--- src/hdl/edt_pkg.sv ---
// ----------------------------------------------------------------------------
// Distance transform package
// Shared constants, operation codes and the command and status records that
// pass between the controller and the datapath.
// ----------------------------------------------------------------------------
`timescale 1ns / 1ps
`default_nettype none

package edt_pkg;

    localparam int DEF_MAX_WIDTH  = 256;
    localparam int DEF_MAX_HEIGHT = 256;

    localparam int CFG_W     = 9;
    localparam int CFG_IDX_W = 2;
    localparam logic [CFG_IDX_W-1:0] REG_WIDTH  = 2'd0;
    localparam logic [CFG_IDX_W-1:0] REG_HEIGHT = 2'd1;
    localparam logic [CFG_W-1:0]     CFG_RESET  = 9'd256;

    localparam int PIX_W  = 8;
    localparam int DIST_W = 22;
    localparam int STS_W  = 2;
    localparam int SQD_W  = 27;
    localparam int BND_W  = 40;
    localparam int FRAC_W = 8;
    localparam int RAD_W  = 2 * DIST_W;

    localparam logic [SQD_W-1:0] FAR_SEED = 27'd100000000;
    localparam logic signed [BND_W-1:0] NEG_INF = {1'b1, {(BND_W-1){1'b0}}};
    localparam logic signed [BND_W-1:0] POS_INF = {1'b0, {(BND_W-1){1'b1}}};

    localparam logic [STS_W-1:0] ST_OK       = 2'd0;
    localparam logic [STS_W-1:0] ST_MISMATCH = 2'd1;
    localparam logic [STS_W-1:0] ST_NOFRAME  = 2'd2;

    typedef enum logic [4:0] {
        OP_IDLE, OP_CHECK, OP_RD_MEM, OP_SQRT, OP_RESP,
        OP_LINE_START, OP_COPY_RD, OP_COPY_WR, OP_ENV_INIT, OP_ENV_INIT2,
        OP_E_Q, OP_E_V, OP_E_K, OP_E_F, OP_E_N, OP_E_DIV, OP_E_CMP, OP_E_TOP,
        OP_F_B, OP_F_C, OP_F_V, OP_F_S, OP_LINE_END
    } t_op;

    typedef struct packed {
        t_op  op;
        logic take;
    } t_cmd;

    typedef struct packed {
        logic is_load;
        logic fend;
        logic ready;
        logic count_ok;
        logic copy_last;
        logic len_one;
        logic div_done;
        logic pop;
        logic q_last;
        logic adv;
        logic line_last;
        logic pass_row;
        logic sqrt_done;
    } t_sts;

endpackage

`default_nettype wire

--- src/hdl/edt_ctrl.sv ---
// ----------------------------------------------------------------------------
// Distance transform controller
// Sequences loads, reads and the two-pass envelope transform.
// ----------------------------------------------------------------------------
`timescale 1ns / 1ps
`default_nettype none

module edt_ctrl import edt_pkg::*; (
    input  wire logic i_clk,
    input  wire logic i_rst_n,
    input  wire logic i_in_valid,
    input  wire logic i_out_stall,
    input  wire t_sts i_sts,
    output t_cmd      o_cmd,
    output logic      o_in_stall,
    output logic      o_out_valid
);

    typedef enum logic [22:0] {
        S_IDLE       = 23'h000001,
        S_CHECK      = 23'h000002,
        S_RD_MEM     = 23'h000004,
        S_SQRT       = 23'h000008,
        S_RESP       = 23'h000010,
        S_LINE_START = 23'h000020,
        S_COPY_RD    = 23'h000040,
        S_COPY_WR    = 23'h000080,
        S_ENV_INIT   = 23'h000100,
        S_ENV_INIT2  = 23'h000200,
        S_E_Q        = 23'h000400,
        S_E_V        = 23'h000800,
        S_E_K        = 23'h001000,
        S_E_F        = 23'h002000,
        S_E_N        = 23'h004000,
        S_E_DIV      = 23'h008000,
        S_E_CMP      = 23'h010000,
        S_E_TOP      = 23'h020000,
        S_F_B        = 23'h040000,
        S_F_C        = 23'h080000,
        S_F_V        = 23'h100000,
        S_F_S        = 23'h200000,
        S_LINE_END   = 23'h400000
    } t_state;

    t_state r_state, n_state;
    logic   take;

    assign take        = (r_state == S_IDLE) && i_in_valid;
    assign o_in_stall  = (r_state != S_IDLE);
    assign o_out_valid = (r_state == S_RESP);

    always_comb begin
        n_state    = r_state;
        o_cmd.take = take;
        o_cmd.op   = OP_IDLE;
        unique case (r_state)
            S_IDLE: begin
                o_cmd.op = OP_IDLE;
                if (take) begin
                    if (i_sts.is_load) begin
                        if (i_sts.fend) n_state = S_CHECK;
                    end else begin
                        n_state = i_sts.ready ? S_RD_MEM : S_RESP;
                    end
                end
            end
            S_CHECK: begin
                o_cmd.op = OP_CHECK;
                n_state  = i_sts.count_ok ? S_LINE_START : S_RESP;
            end
            S_RD_MEM: begin
                o_cmd.op = OP_RD_MEM;
                n_state  = S_SQRT;
            end
            S_SQRT: begin
                o_cmd.op = OP_SQRT;
                if (i_sts.sqrt_done) n_state = S_RESP;
            end
            S_RESP: begin
                o_cmd.op = OP_RESP;
                if (!i_out_stall) n_state = S_IDLE;
            end
            S_LINE_START: begin
                o_cmd.op = OP_LINE_START;
                n_state  = S_COPY_RD;
            end
            S_COPY_RD: begin
                o_cmd.op = OP_COPY_RD;
                n_state  = S_COPY_WR;
            end
            S_COPY_WR: begin
                o_cmd.op = OP_COPY_WR;
                n_state  = i_sts.copy_last ? S_ENV_INIT : S_COPY_RD;
            end
            S_ENV_INIT: begin
                o_cmd.op = OP_ENV_INIT;
                n_state  = S_ENV_INIT2;
            end
            S_ENV_INIT2: begin
                o_cmd.op = OP_ENV_INIT2;
                n_state  = i_sts.len_one ? S_F_B : S_E_Q;
            end
            S_E_Q: begin
                o_cmd.op = OP_E_Q;
                n_state  = S_E_V;
            end
            S_E_V: begin
                o_cmd.op = OP_E_V;
                n_state  = S_E_F;
            end
            S_E_K: begin
                o_cmd.op = OP_E_K;
                n_state  = S_E_F;
            end
            S_E_F: begin
                o_cmd.op = OP_E_F;
                n_state  = S_E_N;
            end
            S_E_N: begin
                o_cmd.op = OP_E_N;
                n_state  = S_E_DIV;
            end
            S_E_DIV: begin
                o_cmd.op = OP_E_DIV;
                if (i_sts.div_done) n_state = S_E_CMP;
            end
            S_E_CMP: begin
                o_cmd.op = OP_E_CMP;
                n_state  = i_sts.pop ? S_E_K : S_E_TOP;
            end
            S_E_TOP: begin
                o_cmd.op = OP_E_TOP;
                n_state  = i_sts.q_last ? S_F_B : S_E_Q;
            end
            S_F_B: begin
                o_cmd.op = OP_F_B;
                n_state  = S_F_C;
            end
            S_F_C: begin
                o_cmd.op = OP_F_C;
                n_state  = i_sts.adv ? S_F_B : S_F_V;
            end
            S_F_V: begin
                o_cmd.op = OP_F_V;
                n_state  = S_F_S;
            end
            S_F_S: begin
                o_cmd.op = OP_F_S;
                n_state  = i_sts.q_last ? S_LINE_END : S_F_B;
            end
            S_LINE_END: begin
                o_cmd.op = OP_LINE_END;
                n_state  = (i_sts.line_last && i_sts.pass_row) ? S_RESP : S_LINE_START;
            end
            default: begin
                o_cmd.op = OP_IDLE;
                n_state  = S_IDLE;
            end
        endcase
    end

    always_ff @(posedge i_clk) begin
        if (!i_rst_n) begin
            r_state <= S_IDLE;
        end else begin
            r_state <= n_state;
        end
    end

endmodule

`default_nettype wire

--- config.mk ---
export PLATFORM = sky130hd
export DESIGN_NAME = edt_ctrl
export DESIGN_NICKNAME = d
export VERILOG_FILES = /design/src/hdl/edt_pkg.sv /design/src/hdl/edt_ctrl.sv
export SDC_FILE = /design/constraint.sdc
export NUM_CORES = 1
export LEC_CHECK = 0
export ABC_CLOCK_PERIOD_IN_PS = 7000
export BUFFER_PORTS_ARGS = -buffer_cell sky130_fd_sc_hd__buf_2
export CAP_MARGIN = 20
export CELL_PAD_IN_SITES_DETAIL_PLACEMENT = 2
export CELL_PAD_IN_SITES_GLOBAL_PLACEMENT = 2
export CORE_ASPECT_RATIO = 0.7
export CORE_UTILIZATION = 36
export CTS_BUF_LIST = sky130_fd_sc_hd__clkbuf_8
export CTS_CLUSTER_DIAMETER = 120
export DETAILED_ROUTE_END_ITERATION = 16
export HOLD_SLACK_MARGIN = 0.1
export PLACE_DENSITY = 0.89
export REMOVE_ABC_BUFFERS = 1
export SETUP_SLACK_MARGIN = 0.02
export SLEW_MARGIN = 20
export SYNTH_ARGS = -nofsm -noshare
export SYNTH_HDL_FRONTEND = slang
export SYNTH_SLANG_ARGS = --single-unit
--- constraint.sdc ---
create_clock -name i_clk -period 7 [get_ports i_clk]
set_clock_uncertainty 0.05 [all_clocks]
set_input_delay 0.7 -clock i_clk [delete_from_list [all_inputs] [get_ports i_clk]]
set_output_delay 0.7 -clock i_clk [all_outputs]
set_load 0.005 [all_outputs]
Yosys cells after proc, flatten, opt, wreduce, memory -nomap -nowiden
Cells that the tools add are included.

Output and inout bits: 8. Input bits: 17. Register bits: 23.

Equal/unequal tests: 29. Mux-type cells: 17. Reduce and logical (&&, ||, !) cells: 4.

Operators with widths (number): 23-bit one-hot mux with 22 select lines (1); 23-bit 2-to-1 mux (7); 5-bit one-hot mux with 22 select lines (1); 19-bit 2-to-1 mux (2); 23-bit by 1-bit equality test with 1-bit output, second input constant (1); 23-bit by 10-bit equality test with 1-bit output, second input constant (1); 23-bit by 11-bit equality test with 1-bit output, second input constant (1); 23-bit by 12-bit equality test with 1-bit output, second input constant (1); 23-bit by 13-bit equality test with 1-bit output, second input constant (1); 23-bit by 14-bit equality test with 1-bit output, second input constant (1); 23-bit by 15-bit equality test with 1-bit output, second input constant (1); 23-bit by 16-bit equality test with 1-bit output, second input constant (1); 23-bit by 17-bit equality test with 1-bit output, second input constant (1); 23-bit by 18-bit equality test with 1-bit output, second input constant (1); 23-bit by 19-bit equality test with 1-bit output, second input constant (1); 23-bit by 2-bit equality test with 1-bit output, second input constant (1); 23-bit by 20-bit equality test with 1-bit output, second input constant (1); 23-bit by 21-bit equality test with 1-bit output, second input constant (1); 23-bit by 22-bit equality test with 1-bit output, second input constant (1); 23-bit equality test, second input constant (1); 23-bit by 3-bit equality test with 1-bit output, second input constant (1); 23-bit by 4-bit equality test with 1-bit output, second input constant (1); 23-bit by 5-bit equality test with 1-bit output, second input constant (1); 23-bit by 6-bit equality test with 1-bit output, second input constant (1); 14 further kinds (19).

Longest topological paths before layout
Word-level depth: 4. Depth in mapped cells: 8. Gate-level depth less buffers: 6.

Least setup slack after synthesis
OpenSTA, ideal clock, no wires.

Path type: flip-flop to output port. Start point: register r_state[21]. End point: output o_cmd[1] in the netlist's numbering. Required time: 6.250 ns. Stages on the path, launching flop included: 7. Data arrival time: 2.131 ns. Path slack: 4.119 ns. Cell sequence: dfxtp_1 buf_6 or3_4 or3_4 or4_4 or3_4 o2111ai_1.

RTL lines: start, declared (RTL line edt_ctrl.sv:45) `t_state r_state, n_state;`; start signal, assigned (RTL line edt_ctrl.sv:166) `r_state <= n_state;`; end, declared (RTL line edt_ctrl.sv:14) `output t_cmd o_cmd,`.

==> results.py <==
metrics = {
    "outcome": {
        "status": "completed",
    },
    "drt": {
        "firstDrtPassIters": 4,
        "drt.antenna.violating_nets": 0,
        "vias_per_cell": 6.26,
        "drc": 0,
        "drt-wirelength-per-cell_um": 21.8,
        "drtIter0Drc": 155,
        "via_count": 1702,
        "drt-total-wl_um": 5930,
    },
    "worst_setup_path": {
        "crit_slowest_cell": "nor4_2",
        "cp_top_family": "simple AND/OR/NAND/NOR gates",
        "start_kind": "flop",
        "crit_path_max_fanout": 8,
        "path_cells": "nor4_2 -> nand4_1 -> nor2_1 -> and4_1 -> a2111oi_0 -> o211ai_1 -> buf_2",
        "cp_slowest_stage_delay_ps": 750,
        "crit_required_ps": 6250,
        "crit_arrival_ps": 3060,
        "worstSetupPathType": "reg2out",
        "cp.buffers_inverters": 1,
        "worstSetupEndpointType": "output pin",
    },
    "grt": {
        "top_usage_layer": "met2",
        "grt_overflow": 0,
        "grt_use_met3_pct": 4.96,
        "met1_usage_pct": 38.3,
        "grt_max_degree": 18,
        "grt_pass1_vias": 1776,
        "grt_pass1_wl_um": 9440,
        "met2_usage_pct": 44.9,
        "antenna_found_initial": 0,
        "gr-usage-all-layers_pct": 27.4,
    },
    "timing": {
        "finalHoldViolCount": 0,
        "slew_violations": 0,
        "fin_crit_ps": 3810,
        "timing.hold.ws_ps": 498,
        "setup_viol": 0,
        "fin_setup_tns_ps": 0,
        "rsz0062_at_grt": "false",
        "fmax_mhz": 263,
        "tightestPinTransition_ps": 860,
        "finalCritPeriodShare_pct": 54.4,
        "relSlewSlack_pct": 41.2,
    },
    "floorplanning": {
        "initial_utilization_pct": 38.7,
        "die-area_um2": 4620,
        "placement_rows": 19,
        "die_w_um": 80.8,
        "core_area_um2": 4040,
        "io_pins": 25,
        "die_h_um": 57.1,
    },
    "cells_and_area": {
        "area_growth_pct": 10.9,
        "largest_register": "r_state",
        "fillCellCount": 487,
        "nets": 238,
        "antenna_cells": 0,
        "layout-drive-gt1-share_pct": 17.3,
        "reg_top3": "r_state x23",
        "layout.cells.non_filler": 272,
        "mostFrequentLayoutCell": "buf_2",
        "largest_register_ffs": 23,
        "layout_common_cells": "24 x buf_2, 23 x dfxtp_1, 17 x nor2_1, 17 x nor3_1, 16 x nand2_1",
    },
    "synth": {
        "synth_compound_area_share_pct": 16.2,
        "synth_area_per_cell_um2": 7.70,
        "synth_xor_area_share_pct": 5.60,
        "synthAdderAreaFrac_pct": 0,
        "synthMuxAreaShare_pct": 0,
        "synth_top_family_by_area": "simple AND/OR/NAND/NOR gates",
        "ys_types": 46,
        "yosysWarnings": 0,
        "synth_area_leaders": "dfxtp_1 29%, nor3_1 5.4%, nor4_1 4.8%, nor2_1 4.1%, nor2b_1 4.0%",
        "synth.top_cell.area_share_pct": 29.4,
        "seq_area_frac_synth_pct": 29.4,
        "yosysTopAreaCell": "dfxtp_1",
        "synth_ff_type": "dfxtp_1",
        "async_reset_ff_share_pct": 0,
        "synth-seq-cells": 23,
        "synth-simple-area-share_pct": 43.3,
        "netlist_area_um2": 1560,
        "syn_inst": 203,
        "synth-edff-count": 0,
    },
    "clock_tree": {
        "cts_resized": 0,
        "clock_latency_ps": 270,
        "cts_buffers": 3,
        "cts_setup_buffers": 0,
        "root_buffer": "clkbuf_8",
        "h-tree-depth": 1,
        "clk_pin_slew_ps": 100,
        "hold_buffers": 0,
        "cts_num_sinks": 23,
        "cts_buffer_depth": 2,
        "cts_tree": "built",
    },
    "placed_design": {
        "placedCellCount": 268,
        "io_buffers": 24,
        "dp.final_hpwl_um": 4590,
        "routabilityCongestion": 0.902,
    },
    "pwr": {
        "power.leakage_nw": 0.708,
        "peakVddDrop_mv": 0.0756,
        "power.density_nw_per_um2": 184,
    },
    "run": {
        "drv_cap": 0,
    },
    "min_path": {
        "hp-class": "reg2reg",
    },
}
==> logic make-up after synthesis <==
family          Yosys count
buf+inv                  18
compound gates           37
flops                    23
xor+xnor                 10
simple gates            115
==> through the flow <==
stage	utilization, %	setup WS (ps)	total power, mW	cell area, um2
finish	42.9	3190	0.319	1730
CTS	42.9	3260	0.317	1730
floorplan	-	4100	0.196	1500
global placement	41.8	3780	0.224	1690
detailed placement	41.8	3630	0.231	1690
global route	42.9	3030	0.336	1730
==> worst paths after layout <==
path / start / endpoint / slack (ps) / cells after the start
worst max-delay path: r_state[1]$_SDFFE_PN0P_ / o_cmd[3] / 3190 / 7
worst min-delay path: r_state[20]$_SDFFE_PN0P_ / r_state[21]$_SDFFE_PN0P_ / 500 / 2
worst max register to register: r_state[1]$_SDFFE_PN0P_ / r_state[18]$_SDFFE_PN0P_ / 4160 / 6
worst min register to register: r_state[20]$_SDFFE_PN0P_ / r_state[21]$_SDFFE_PN0P_ / 500 / 2
==> synth_stat cells (3+ instances only) <==
cell type,number
nand3_1,5
o211ai_1,3
dfxtp_1,23
xor2_1,5
nand4_1,5
a31oi_1,4
nor2b_1,10
nand2_1,16
xnor2_1,5
nand2b_1,4
nand3b_1,5
nor2_1,17
or3_4,3
inv_1,7
nor3_1,17
nor4_1,12
clkbuf_1,7
a211oi_1,4
o21ai_0,12
nor3b_1,4
==> where the power goes <==
part	internal [mW]	switching (mW)	total (mW)
clock	0.0394	0.0492	0.0886
sequential	0.134	0.00665	0.141
combinational	0.0306	0.0592	0.0898
==> layout make-up <==
type / count / area [um2] / area share (%)
inverter: 7 / 26.3 / 1.52
multi-input combinational: 162 / 1020 / 58.7
tap: 52 / 65.1 / 3.75
clock buffer: 3 / 41.3 / 2.38
sequential: 23 / 460 / 26.6
clock inverter: 1 / 3.75 / 0.216
timing repair buffer: 24 / 120 / 6.93
==> worst min-delay path, delay by kind of cell (launching register included) <==
family / cells / cell delay [ps]
flops: 1 / 380
simple gates: 2 / 130
==> metal layers <==
metal / wire length (um) / vias to the layer above
li1: - / 795
met1: 2850 / 861
met2: 2750 / 40
met3: 273 / 6
met4: 52 / 0
met5: 0 / -
Power figures use the tool's default switching activity.
